==> src/hdl/kss_pkg.sv <==
// kss_pkg: shared constants and types for the k-th smallest selector
// used by kss_store, kss_seq and kth_smallest_selector_unit; no dependencies
`timescale 1ns / 1ps

package kss_pkg;

    localparam int DATA_W    = 32;
    localparam int K_CFG_W   = 4;
    localparam int MAX_K_DEF = 8;
    localparam logic [K_CFG_W-1:0] K_RESET = K_CFG_W'(5);

    // result of one finished set
    typedef struct packed {
        logic [DATA_W-1:0] kth_value;
        logic              valid_res;
    } t_kss_res;

endpackage

==> src/hdl/kss_store.sv <==
// kss_store: store of kept values, one write port and one registered read port
// depends on kss_pkg for the data width
`timescale 1ns / 1ps

module kss_store #(
    parameter int MAX_K = kss_pkg::MAX_K_DEF
) (
    input  logic                                           i_clk,
    input  logic                                           i_we,
    input  logic [((MAX_K > 1) ? $clog2(MAX_K) : 1)-1:0]   i_waddr,
    input  logic [kss_pkg::DATA_W-1:0]                     i_wdata,
    input  logic [((MAX_K > 1) ? $clog2(MAX_K) : 1)-1:0]   i_raddr,
    output logic [kss_pkg::DATA_W-1:0]                     o_rdata
);
    import kss_pkg::*;

    logic [DATA_W-1:0] r_mem [MAX_K];
    logic [DATA_W-1:0] r_rdata;

    always_ff @(posedge i_clk) begin
        if (i_we) begin
            r_mem[i_waddr] <= i_wdata;
        end
        r_rdata <= r_mem[i_raddr];
    end

    assign o_rdata = r_rdata;

endmodule

==> src/hdl/kss_seq.sv <==
// kss_seq: sequencer that inserts each value into the sorted store
// depends on kss_pkg; drives the ports of kss_store
`timescale 1ns / 1ps

module kss_seq #(
    parameter int MAX_K = kss_pkg::MAX_K_DEF
) (
    input  logic                                           i_clk,
    input  logic                                           i_rst_n,
    input  logic [kss_pkg::K_CFG_W-1:0]                    i_k_cfg,
    input  logic                                           i_in_valid,
    output logic                                           o_in_ready,
    input  logic [kss_pkg::DATA_W-1:0]                     i_value,
    input  logic                                           i_last,
    input  logic                                           i_out_free,
    output logic                                           o_done,
    output kss_pkg::t_kss_res                              o_res,
    output logic                                           o_we,
    output logic [((MAX_K > 1) ? $clog2(MAX_K) : 1)-1:0]   o_waddr,
    output logic [kss_pkg::DATA_W-1:0]                     o_wdata,
    output logic [((MAX_K > 1) ? $clog2(MAX_K) : 1)-1:0]   o_raddr,
    input  logic [kss_pkg::DATA_W-1:0]                     i_rdata
);
    import kss_pkg::*;

    localparam int CW = $clog2(MAX_K + 1);
    localparam int AW = (MAX_K > 1) ? $clog2(MAX_K) : 1;

    typedef enum logic [3:0] {
        ST_IDLE  = 4'b0001,
        ST_CHECK = 4'b0010,
        ST_SHIFT = 4'b0100,
        ST_DONE  = 4'b1000
    } t_state;

    t_state            r_state, n_state;
    logic [CW-1:0]     r_fill, n_fill;
    logic [CW-1:0]     r_fill_new, n_fill_new;
    logic [CW-1:0]     r_k, n_k;
    logic [CW-1:0]     r_i, n_i;
    logic [DATA_W-1:0] r_v, n_v;
    logic [DATA_W-1:0] r_top, n_top;
    logic              r_last, n_last;
    logic              r_first, n_first;

    logic [CW-1:0]     k_eff;
    logic [CW-1:0]     n_start;
    logic [CW-1:0]     rd_idx;
    logic              rd_gt_v;

    // clamp the configured rank into 1 .. MAX_K
    always_comb begin
        if (i_k_cfg == '0) begin
            k_eff = CW'(1);
        end else if (32'(i_k_cfg) > 32'(MAX_K)) begin
            k_eff = CW'(MAX_K);
        end else begin
            k_eff = CW'(i_k_cfg);
        end
    end

    assign n_start = (r_fill > k_eff) ? k_eff : r_fill;
    assign rd_gt_v = $signed(i_rdata) > $signed(r_v);

    always_comb begin
        n_state    = r_state;
        n_fill     = r_fill;
        n_fill_new = r_fill_new;
        n_k        = r_k;
        n_i        = r_i;
        n_v        = r_v;
        n_top      = r_top;
        n_last     = r_last;
        n_first    = r_first;
        o_in_ready = 1'b0;
        o_done     = 1'b0;
        o_we       = 1'b0;
        o_waddr    = AW'(r_i);
        o_wdata    = r_v;
        rd_idx     = '0;

        unique case (r_state)
            ST_IDLE: begin
                o_in_ready = 1'b1;
                rd_idx     = n_start - CW'(1);
                if (i_in_valid) begin
                    n_v     = i_value;
                    n_last  = i_last;
                    n_k     = k_eff;
                    n_first = 1'b1;
                    n_fill  = n_start;
                    if (n_start == k_eff) begin
                        // full: look at the largest kept value first
                        n_state = ST_CHECK;
                    end else begin
                        n_i        = n_start;
                        n_fill_new = n_start + CW'(1);
                        n_state    = ST_SHIFT;
                    end
                end
            end
            ST_CHECK: begin
                rd_idx = r_k - CW'(2);
                if (rd_gt_v) begin
                    // drop the largest, insert among the k-1 below it
                    n_i        = r_k - CW'(1);
                    n_fill_new = r_k;
                    n_state    = ST_SHIFT;
                end else begin
                    n_top   = i_rdata;
                    n_state = ST_DONE;
                end
            end
            ST_SHIFT: begin
                o_we   = 1'b1;
                rd_idx = r_i - CW'(2);
                if ((r_i != '0) && rd_gt_v) begin
                    // move entry i-1 up one place
                    o_wdata = i_rdata;
                    if (r_first) begin
                        n_top = i_rdata;
                    end
                    n_first = 1'b0;
                    n_i     = r_i - CW'(1);
                end else begin
                    o_wdata = r_v;
                    if (r_first) begin
                        n_top = r_v;
                    end
                    n_first = 1'b0;
                    n_fill  = r_fill_new;
                    n_state = ST_DONE;
                end
            end
            ST_DONE: begin
                if (!r_last) begin
                    n_state = ST_IDLE;
                end else if (i_out_free) begin
                    o_done  = 1'b1;
                    n_fill  = '0;
                    n_state = ST_IDLE;
                end
            end
            default: begin
                n_state = ST_IDLE;
            end
        endcase
    end

    assign o_raddr         = AW'(rd_idx);
    assign o_res.valid_res = (r_fill == r_k);
    assign o_res.kth_value = (r_fill == r_k) ? r_top : '0;

    always_ff @(posedge i_clk) begin
        if (!i_rst_n) begin
            r_state <= ST_IDLE;
            r_fill  <= '0;
        end else begin
            r_state <= n_state;
            r_fill  <= n_fill;
        end
    end

    always_ff @(posedge i_clk) begin
        r_fill_new <= n_fill_new;
        r_k        <= n_k;
        r_i        <= n_i;
        r_v        <= n_v;
        r_top      <= n_top;
        r_last     <= n_last;
        r_first    <= n_first;
    end

endmodule

==> src/hdl/kth_smallest_selector_unit.sv <==
// kth_smallest_selector_unit: top level of the k-th smallest selector
// depends on kss_pkg, kss_store and kss_seq
`timescale 1ns / 1ps

// Takes a stream of signed 32-bit values; tlast marks the final value of a set.
// The block keeps the k smallest values of the set in ascending order in a
// small synchronous memory and, after the last value, sends one item holding
// the k-th smallest value (tdata) and a flag (tuser) that is 1 when at least
// k values arrived; with fewer values tdata is 0 and the flag 0. k comes from
// a 4-bit register (reset 5), read at each input item; 0 counts as 1 and
// values above MAX_K count as MAX_K. The sorted insertion of an input item
// moves one kept entry up per cycle through the memory's single read and
// write ports, so a value that lands low in the list costs more. A finished
// result waits in an output register, and the next input item is taken while
// it waits; a further last item whose result finds that register still full
// holds the input until it drains.
module kth_smallest_selector_unit #(
    parameter int MAX_K = kss_pkg::MAX_K_DEF
) (
    input  logic                            i_clk,
    input  logic                            i_rst_n,
    // configuration: rank k
    input  logic                            i_cfg_we,
    input  logic [kss_pkg::K_CFG_W-1:0]     i_cfg_wdata,
    // input stream
    input  logic                            s_axis_tvalid,
    output logic                            s_axis_tready,
    input  logic [31:0]                     s_axis_tdata,   // [31:0] value
    input  logic                            s_axis_tlast,
    // result stream
    output logic                            m_axis_tvalid,
    input  logic                            m_axis_tready,
    output logic [31:0]                     m_axis_tdata,   // [31:0] kth_value
    output logic                            m_axis_tuser    // [0] valid_res
);
    import kss_pkg::*;

    localparam int AW = (MAX_K > 1) ? $clog2(MAX_K) : 1;

    // rank register
    logic [K_CFG_W-1:0] r_k_cfg;

    // output register
    logic     r_out_valid;
    t_kss_res r_out;

    // sequencer to store
    logic              mem_we;
    logic [AW-1:0]     mem_waddr;
    logic [DATA_W-1:0] mem_wdata;
    logic [AW-1:0]     mem_raddr;
    logic [DATA_W-1:0] mem_rdata;

    // sequencer result
    logic     seq_done;
    t_kss_res seq_res;
    logic     out_free;

    assign out_free = !r_out_valid || m_axis_tready;

    always_ff @(posedge i_clk) begin
        if (!i_rst_n) begin
            r_k_cfg <= K_RESET;
        end else if (i_cfg_we) begin
            r_k_cfg <= i_cfg_wdata;
        end
    end

    kss_seq #(
        .MAX_K (MAX_K)
    ) u_seq (
        .i_clk      (i_clk),
        .i_rst_n    (i_rst_n),
        .i_k_cfg    (r_k_cfg),
        .i_in_valid (s_axis_tvalid),
        .o_in_ready (s_axis_tready),
        .i_value    (s_axis_tdata),
        .i_last     (s_axis_tlast),
        .i_out_free (out_free),
        .o_done     (seq_done),
        .o_res      (seq_res),
        .o_we       (mem_we),
        .o_waddr    (mem_waddr),
        .o_wdata    (mem_wdata),
        .o_raddr    (mem_raddr),
        .i_rdata    (mem_rdata)
    );

    // kept values, ascending from address 0
    kss_store #(
        .MAX_K (MAX_K)
    ) u_store (
        .i_clk   (i_clk),
        .i_we    (mem_we),
        .i_waddr (mem_waddr),
        .i_wdata (mem_wdata),
        .i_raddr (mem_raddr),
        .o_rdata (mem_rdata)
    );

    // result holding stage; loaded only when free or being drained
    always_ff @(posedge i_clk) begin
        if (!i_rst_n) begin
            r_out_valid <= 1'b0;
        end else if (seq_done) begin
            r_out_valid <= 1'b1;
        end else if (m_axis_tready) begin
            r_out_valid <= 1'b0;
        end
    end

    always_ff @(posedge i_clk) begin
        if (seq_done) begin
            r_out <= seq_res;
        end
    end

    assign m_axis_tvalid = r_out_valid;
    assign m_axis_tdata  = r_out.kth_value;
    assign m_axis_tuser  = r_out.valid_res;

endmodule
==> config.mk <==
export PLATFORM = sky130hd
export DESIGN_NAME = kth_smallest_selector_unit
export DESIGN_NICKNAME = d
export VERILOG_FILES = /design/src/hdl/kss_pkg.sv /design/src/hdl/kss_store.sv /design/src/hdl/kss_seq.sv /design/src/hdl/kth_smallest_selector_unit.sv
export SDC_FILE = /design/constraint.sdc
export NUM_CORES = 1
export LEC_CHECK = 0
export BUFFER_PORTS_ARGS = -buffer_cell sky130_fd_sc_hd__buf_2
export CAP_MARGIN = 20
export CORE_MARGIN = 3
export CORE_UTILIZATION = 40
export CTS_CLUSTER_DIAMETER = 100
export DETAILED_ROUTE_END_ITERATION = 8
export HOLD_SLACK_MARGIN = 0.08
export SYNTH_ARGS = -nofsm -noshare
export SYNTH_HDL_FRONTEND = slang
export SYNTH_HIERARCHICAL = 1
export SYNTH_SLANG_ARGS = --single-unit
==> constraint.sdc <==
create_clock -name i_clk -period 5.95 [get_ports i_clk]
set_input_delay 0.595 -clock i_clk [delete_from_list [all_inputs] [get_ports i_clk]]
set_output_delay 0.595 -clock i_clk [all_outputs]
set_load 0.01 [all_outputs]
# After elaboration in Yosys (flattened, before gate mapping)
# Memory sizes are Yosys's and may differ from the RTL's. A register that Yosys moved wholly into a read port is not among the register bits.
# Cells that the tools add are included.
[classes] mux=43 magnitude_cmp=3 n_reduce_logical=18 n_addsub=6 eq_ne=16
[op_table] op="32-bit 2-to-1 mux" n=6
[op_table] op="4-bit 2-to-1 mux" n=19
[op_table] op="32-bit case mux with 2 select lines" n=1
[op_table] op="32-bit greater-than comparator" n=1
[op_table] op="4-bit case mux with 3 select lines" n=2
[op_table] op="4-bit case mux with 4 select lines" n=1
[op_table] op="1-bit 2-to-1 mux" n=10
[op_table] op="2-bit != test (second input constant)" n=5
[op_table] op="5-bit AND reduction" n=2
[op_table] op="3-bit case mux with 3 select lines" n=1
[op_table] op="4-bit == test" n=2
[op_table] op="2-bit by 1-bit != test with 1-bit output (second input constant)" n=4
[op_table] op="4-bit case mux with 2 select lines" n=1
[op_table] op="2-bit nonzero test" n=4
[op_table] op="4-bit by 1-bit subtractor with 4-bit output (second input constant)" n=2
[op_table] op="3-bit AND reduction" n=2
[op_table] op="3-bit nonzero test" n=2
[op_table] op="3-bit by 2-bit subtractor with 3-bit output (second input constant)" n=2
[op_table] op="4-bit by 1-bit adder with 4-bit output (second input constant)" n=1
[op_table] op="4-bit by 1-bit == test with 1-bit output (second input constant)" n=1
[op_table] op="4-bit by 2-bit == test with 1-bit output (second input constant)" n=1
[op_table] op="4-bit by 3-bit == test with 1-bit output (second input constant)" n=1
[op_table] op="4-bit == test (second input constant)" n=1
[op_table] op="4-bit greater-than comparator" n=1
[op_table] op="12 further kinds" n=13
[totals] word_cells=100 ramBits=256 mem_count=1 ff_bits=124 input_bits=42 output_inout_bits=35
[memory_table] name="u_store.r_mem" words=8 width=32 read_ports=1 rd_clocked_by_memory_dff=1 write_ports=1 line_no="kss_store.sv:17" source="logic [DATA_W-1:0] r_mem [MAX_K];"

# Depth between registers and ports, before layout
# Gate-level depths: netlist (run 1).
[depth] word_depth=9 mapped_depth=17 depth_no_buf=15

# By module
# The synthesis (run 1) kept the hierarchy.
[modules_own_cells] mod="kss_store" n_inst=1 cells_per_inst=415 area_per_inst_um2=10466.3 seq_area_each_um2=8328.0
[modules_own_cells] mod="kss_seq" n_inst=1 cells_per_inst=447 area_per_inst_um2=5341.4 seq_area_each_um2=2502.4
[modules_own_cells] mod="kth_smallest_selector_unit" n_inst=1 cells_per_inst=50 area_per_inst_um2=1179.9 seq_area_each_um2=1091.0

# Worst setup path before layout (run 1)
# No wires, ideal clock.
[synth_timing] path_kind="reg-to-reg" from="register u_seq.r_state[2]" to="memory u_store.r_mem[0][0] (enable)" path_stages_with_launch=6 setup_slack_ps=2145 required_time_ps=5489 arrival_time_ps=3344 n_path_buf=0 setup_time_ps=461 synth_period_minus_slack_ps=3805 path_cell_list="dfxtp_1 -> nor2b_1 -> nand2_1 -> inv_2 -> nand2b_1 -> nor3_1"
[synth_between] elab_chain_cells=4
[synth_rtl] element="from (decl)" line_no="kss_seq.sv:36" source="t_state r_state, n_state;"
[synth_rtl] element="from (signal assigned)" line_no="kss_seq.sv:159" source="r_state <= n_state;"
[synth_rtl] element="4-bit by 3-bit == test with 1-bit output" line_no="kss_seq.sv:82" source="unique case (r_state)"
[synth_rtl] element="1-bit 2-to-1 mux" line_no="kss_seq.sv:82"
[synth_rtl] element="named net mem_we" line_no="kth_smallest_selector_unit.sv:48" source="logic mem_we;"
[synth_rtl] element="1-bit 2-to-1 mux" line_no="kss_store.sv:21" source="if (i_we) begin"
[synth_rtl] element="1-bit 2-to-1 mux (not written as such)" line_no="kss_store.sv:22" source="r_mem[i_waddr] <= i_wdata;"
[synth_rtl] element="to (decl)" line_no="kss_store.sv:17"
# The timed path passes the listed nets, and every way through them passes these cells.

# Final worst setup path (run 1)
[layout_timing] from="register r_k_cfg[3]" to="register u_store.r_rdata[6], in the netlist u_store/o_rdata[6], read port of u_store.r_mem"
[layout_between] elab_chain_cells=7 elab_cells_between_ends=8 cone_classes="1 x add/sub; 2 x order compare; 4 x mux; 1 x reduce/logical"
[layout_rtl] element="from (decl)" line_no="kth_smallest_selector_unit.sv:41" source="logic [K_CFG_W-1:0] r_k_cfg;"
[layout_rtl] element="from (signal assigned)" line_no="kth_smallest_selector_unit.sv:65" source="r_k_cfg <= i_cfg_wdata;"
[layout_rtl] element="4-bit greater-than comparator" line_no="kss_seq.sv:55" source="end else if (32'(i_k_cfg) > 32'(MAX_K)) begin"
[layout_rtl] element="4-bit 2-to-1 mux" line_no="kss_seq.sv:55"
[layout_rtl] element="4-bit 2-to-1 mux (*)" line_no="kss_seq.sv:53" source="if (i_k_cfg == '0) begin"
[layout_rtl] element="4-bit greater-than comparator" line_no="kss_seq.sv:62" source="assign n_start = (r_fill > k_eff) ? k_eff : r_fill;"
[layout_rtl] element="4-bit 2-to-1 mux (*)" line_no="kss_seq.sv:62"
[layout_rtl] element="3-bit by 1-bit subtractor with 3-bit output (*)" line_no="kss_seq.sv:85" source="rd_idx = n_start - CW'(1);"
[layout_rtl] element="3-bit case mux with 3 select lines (*)" line_no="kss_seq.sv:82"
[layout_rtl] element="named net mem_raddr[2]" line_no="kth_smallest_selector_unit.sv:51" source="logic [AW-1:0] mem_raddr;"
[layout_rtl] element="to (decl)" line_no="kss_store.sv:18" source="logic [DATA_W-1:0] r_rdata;"
# Mark *: on every way through the listed nets, which the timed path passes. The rest lies on a longest branch.
# A chain may end at the register's enable or synchronous reset.

==> results of run 1 <==
synthesized netlist by cell type (11+ instances only):
cell type | count | area share [%]
mux2i_1 | 15 | 0.88
edfxtp_1 | 367 | 65
mux2_2 | 65 | 4.3
nor2_1 | 20 | 0.44
mux4_1 | 40 | 6.2
ha_1 | 41 | 3.0
mux4_2 | 24 | 3.2
a21oi_1 | 19 | 0.56
o21ai_0 | 18 | 0.53
nand2_1 | 30 | 0.66
and2_1 | 34 | 1.3
inv_1 | 44 | 0.97
dfxtp_1 | 45 | 5.3
mux2_4 | 29 | 2.6
buf_6 | 11 | 0.73
power by group:
group | total [µW] | internal (µW) | switching [µW]
Clock | 2650 | 1570 | 1080
Combinational | 3390 | 1720 | 1670
Sequential | 3940 | 3710 | 236
metal layers:
layer | up-vias | track usage [%] | routed length [µm]
li1 | 3824 | - | -
met1 | 4247 | 22.4 | 16200
met2 | 197 | 25.1 | 16600
met3 | 41 | 3.07 | 1690
met4 | 0 | 4.32 | 602
met5 | - | 0 | 0
worst max path at each step:
stage,slack (ns),end,start,cells after the start
5_1_grt,1.20,u_store/o_rdata[6],r_k_cfg[3],14
3_5_place_dp,1.53,u_store/o_rdata[6],r_k_cfg[2],16
4_1_cts,1.53,u_store/o_rdata[6],r_k_cfg[3],14
6_report,1.53,u_store/o_rdata[6],r_k_cfg[3],14
2_1_floorplan,2.14,u_store/r_mem[0][0],u_seq/r_state[2],5
3_3_place_gp,1.62,u_store/o_rdata[5],r_k_cfg[3],14
area by class of cell:
type	count	area, µm²
Fill cell	3424	21900
Sequential cell	412	11900
Multi-Input combinational cell	421	4780
Clock buffer	60	1220
Tap cell	532	666
Timing Repair Buffer	98	583
Clock inverter	19	194
Inverter	45	169
kinds of logic after synthesis:
| group | count (synthesis) | share of synthesized area (%) |
|---|---|---|
| AO/OA/AOI/OAI | 64 | 2.47 |
| XOR/XNOR | 13 | 0.670 |
| adder cells (fa/ha/maj) | 41 | 3.02 |
| buffers and inverters | 79 | 2.36 |
| flip-flops | 412 | 70.2 |
| multiplexers | 175 | 17.3 |
| AND/OR/NAND/NOR | 128 | 4.04 |
worst max-delay path: cells and delay by family, from the launching register on:
kind	cells	cell delay, ns
muxes	2	0.71
adders and majority gates	2	0.51
DFF	1	0.44
AOI/OAI and AO/OA	4	1.07
buffers and inverters	3	1.10
and+or+nand+nor	2	0.25
xor gates and xnor gates	1	0.18
stage by stage:
stage          hold slack, ns  power [µW]  util (%)  setup WS [ns]  cells
6_report                0.211        9980      47.2           1.53   1587
5_1_grt                 0.179       10500      47.2           1.20   1587
4_1_cts                 0.172       10100      47.1           1.53   1586
3_5_place_dp            0.480        7410      43.7           1.53   1507
3_3_place_gp            0.472        7360      43.7           1.62   1507
2_1_floorplan           0.441        6560         -           2.14    912
state kept, by name (all words and copies together), names as in the netlist:
name / count
u_seq/r_k: 4
m_axis_tdata: 32
u_seq/r_fill_new: 4
m_axis_tvalid: 1
u_store/o_rdata: 32
m_axis_tuser: 1
u_seq/r_fill: 4
u_seq/r_first: 1
u_seq/r_state: 4
u_seq/r_i: 4
u_store/r_mem: 256
u_seq/r_v: 32
u_seq/r_top: 32
r_k_cfg: 4
u_seq/r_last: 1
==> results.yml, run 1 <==
synthesis:
  ys_types: 60
  yosys_warnings: 6
  synthCells: 912
  synth_fp_nets: 995
  ys_seq_area_share_pct: 70.2
  syn-cell-area_um2: 17000
  ys.flop_type: "edfxtp_1"
  synth_edf_count: 367
  async_flop_share_pct: 0
  ys_ff_latch: 412
  syn_area_per_cell_um2: 18.6
clocking:
  ctsHoldBuffers: 0
  cts_inserted_buffers: 43
  clkTransAtPathRegs_ns: 0.06
  cts-root-buf: "clkbuf_16"
  clk_path_buf_depth: 3
  cts.sinks: 412
  cts_tree: "yes"
  ctsResizeCount: 0
  clk_latency_ns: 0.56
  cts_setup_buffers: 0
  h-tree-depth: 2
setup_path:
  worstPathArrival_ns: 4.86
  r2r_cells: 14
  cp_max_fo: 64
  max_stage_delay_ns: 0.77
  critPathRequiredTime_ns: 6.39
  timing.rr.end: "u_store/o_rdata[6]"
  startpoint_type: "flop"
  endpoint_kind: "flop"
  timing.rr.start: "r_k_cfg[3]"
  criticalPathCategory: "reg2reg"
  ff2ff_setup_slack_ns: 1.53
  slowest_stage: "buf_4"
  path_cells: "inv_1 -> nand2_1 -> ha_1 -> nor2b_1 -> o21ai_0 -> a21oi_1 -> o21ai_0 -> inv_1 -> ha_1 -> xor2_1 -> o22ai_4 -> buf_4 -> mux4_1 -> mux2_2"
outcome:
  status: "finished clean"
timing:
  fin_skew_ns: 0.0149
  hold_viol: 0
  slew_violations: 0
  fmax_mhz: 226
  setup_viol: 0
  max_slew_margin_pct: 34.5
  fin_crit_ns: 4.42
  rsz0062_at_grt: "no"
  worstMarginPinSlew_ns: 0.981
  finalCritPeriodShare_pct: 74.2
  setup_tns_ns: 0
placement:
  dpl-instance-area_um2: 18100
  gp_congestion: 0.751
  place_hpwl_mm: 20.6
  port_buffers: 76
detailed_routing:
  detail_route.vias_per_cell: 5.24
  wl_per_cell_um: 22.1
  routed_wl_mm: 35.1
  drc: 0
  drt-initial-drc-count: 704
  firstDrtPassIters: 5
  vias: 8309
  detail-route-antenna-nets: 0
finish:
  layout_common_cells: "edfxtp_1 (367), buf_2 (76), mux2_2 (65)"
  layout-drive-gt1-share_pct: 29.0
  layout_commonest_cell: "edfxtp_1"
  diodes: 0
  fin_area_um2: 19500
  synthToLayoutAreaGrowth_pct: 15.0
  nNetsFinal: 1104
die:
  die_height_um: 212
  initial_utilization_pct: 41.0
  coreArea_um2: 41400
  io_pins: 77
  die-area_um2: 45000
  num_rows: 74
  dieWidth_um: 212
hold_path:
  hold_end: "u_seq/r_v[18]"
  holdCritPathClass: "in2reg"
  hold_depth: 1
  hold_start: "s_axis_tdata[18]"
grt:
  grt_usage_pct: 15.8
  antenna_found_initial: 0
  gr-total-overflow: 0
  first_global_vias: 8411
  grt_start_max_net_pins: 65
  grt_pass1_wl_mm: 52.7
power:
  ir_drop_mv: 0.354
  p_per_area_nw_per_um2: 511
  power_leakage_uw: 0.00704
job:
  cap_violations: 0
Note: power is estimated with default switching activity, not from simulation.
==> inputs of run 2 (changes only) <==
==> constraint.sdc (replaced) <==
create_clock -name i_clk -period 4.13 [get_ports i_clk]
set_input_delay 0.413 -clock i_clk [delete_from_list [all_inputs] [get_ports i_clk]]
set_output_delay 0.413 -clock i_clk [all_outputs]
set_load 0.01 [all_outputs]
==> run 2 against run 1 <==
  * Sequential power up 44%
  * Cell area up 3.2%
  * Sequential share of layout area down 1.9 points
  * Worst hold slack worse by 0.082 ns
  * Final cell count up 2.8%
  * Routed wire length up 3.2%
  * Critical path type unchanged
  * Largest cell class unchanged
  * Largest power group unchanged
==> results.yml, run 2 (synthesized netlist as in run 1, its figures left out) <==
clocking:
  cts-root-buf: "clkbuf_16"
  cts.sinks: 412
  clk_latency_ns: 0.56
  clk_path_buf_depth: 3
  cts_tree: "yes"
  clkTransAtPathRegs_ns: 0.06
  h-tree-depth: 2
  cts_setup_buffers: 0
  cts_inserted_buffers: 45
timing:
  worstMarginPinSlew_ns: 0.982
  max_slew_margin_pct: 34.4
  finalCritPeriodShare_pct: 86.2
  setup_tns_ns: 0
  setup_viol: 0
  fin_skew_ns: 0.0100
  fmax_mhz: 281
  hold_viol: 0
  whs_ns: 0.129
  slew_violations: 0
  fin_crit_ns: 3.56
  rsz0062_at_grt: "no"
hold_path:
  hold_depth: 3
  hold_start: "i_cfg_wdata[3]"
  holdCritPathClass: "in2reg"
  hold_end: "r_k_cfg[3]"
grt:
  grt_pass1_wl_mm: 54.6
  antenna_found_initial: 0
  grt_start_max_net_pins: 65
  grt_usage_pct: 16.4
  gr-total-overflow: 0
  first_global_vias: 8724
setup_path:
  worstPathArrival_ns: 4.01
  cp_max_fo: 64
  ff2ff_setup_slack_ns: 0.57
  r2r_cells: 17
  critPathRequiredTime_ns: 4.57
  timing.rr.start: "r_k_cfg[2]"
  criticalPathCategory: "reg2reg"
  timing.rr.end: "u_store/o_rdata[8]"
  startpoint_type: "flop"
  endpoint_kind: "flop"
outcome:
  status: "finished clean"
finish:
  regMostFlops: "u_store/r_mem"
  diodes: 0
  largest_reg_flops: 256
  synthToLayoutAreaGrowth_pct: 18.6
  layout_common_cells: "edfxtp_1 (367), buf_2 (76), mux2_2 (65)"
  fillers: 3340
  nNetsFinal: 1146
  layout-drive-gt1-share_pct: 28.8
  layout_commonest_cell: "edfxtp_1"
placement:
  place_hpwl_mm: 20.7
  port_buffers: 76
  gp_congestion: 0.785
job:
  cap_violations: 0
detailed_routing:
  drt-initial-drc-count: 661
  routed_wl_mm: 36.2
  wl_per_cell_um: 22.2
  vias: 8488
  drc: 0
  firstDrtPassIters: 5
  detail_route.vias_per_cell: 5.20
  detail-route-antenna-nets: 0
die:
  io_pins: 77
  dieWidth_um: 212
  die_height_um: 212
  initial_utilization_pct: 41.0
  coreArea_um2: 41400
  num_rows: 74
  die-area_um2: 45000
power:
  power_leakage_uw: 0.00732
  finalPower_uw: 14900
  p_per_area_nw_per_um2: 738
  ir_drop_mv: 0.542
-- run 2: critical path: stages, from the launching register on --
cell,delay (ns)
dfxtp_1,0.34
nor2_1,0.11
nor2_1,0.05
nor2_1,0.25
ha_1,0.30
nand4_1,0.07
o21ai_0,0.08
a21oi_1,0.12
buf_4,0.17
nand2_1,0.05
o21ai_0,0.12
inv_1,0.14
ha_1,0.23
xor2_1,0.18
o22ai_4,0.15
buf_12,0.38
mux4_1,0.37
mux2_2,0.28
-- run 2: timing repair --
item	CTS	global route
gates resized for setup	0	0
endpoints found under the hold margin	35	0
hold buffers	35	0
-- run 2: worst max-delay path by stage --
stage,from,to,depth (start not counted)
after floorplan,u_seq/r_state[2],u_store/r_mem[0][0],5
after global placement,r_k_cfg[2],u_store/o_rdata[2],17
after detailed placement,r_k_cfg[2],u_store/o_rdata[25],17
after CTS,r_k_cfg[2],u_store/o_rdata[8],17
after global routing,r_k_cfg[1],u_store/o_rdata[8],17
final,r_k_cfg[2],u_store/o_rdata[8],17
-- run 2: report_power, final --
group | switching [µW] | internal (µW)
Clock | 1580 | 2630
Combinational | 2440 | 2540
Sequential | 343 | 5340
-- run 2: area by class of cell --
type | count | area, µm² | area share, %
repair buffers | 138 | 1030 | 5.13
multi-input cells | 421 | 4780 | 23.7
well taps | 532 | 666 | 3.30
clock buffers | 65 | 1300 | 6.46
flip-flops and latches | 412 | 11900 | 59.1
clock inverters | 18 | 284 | 1.41
inverters | 45 | 169 | 0.838
-- run 2: per-layer routing --
metal	vias up	track usage, %	routed length (µm)
met1	4352	22.8	16600
met3	45	3.14	1620
met5	-	0	0
li1	3904	-	-
met2	187	26.9	17300
met4	0	3.97	641
-- run 2: metrics by stage --
step	utilization (%)	instances	worst slack (ns)	instance area, µm²
detailed placement	44.0	1513	0.593	18200
global route	48.7	1631	0.234	20200
floorplan	-	912	0.325	17000
finish	48.7	1631	0.568	20200
CTS	48.7	1631	0.540	20200
global placement	44.0	1513	0.564	18200
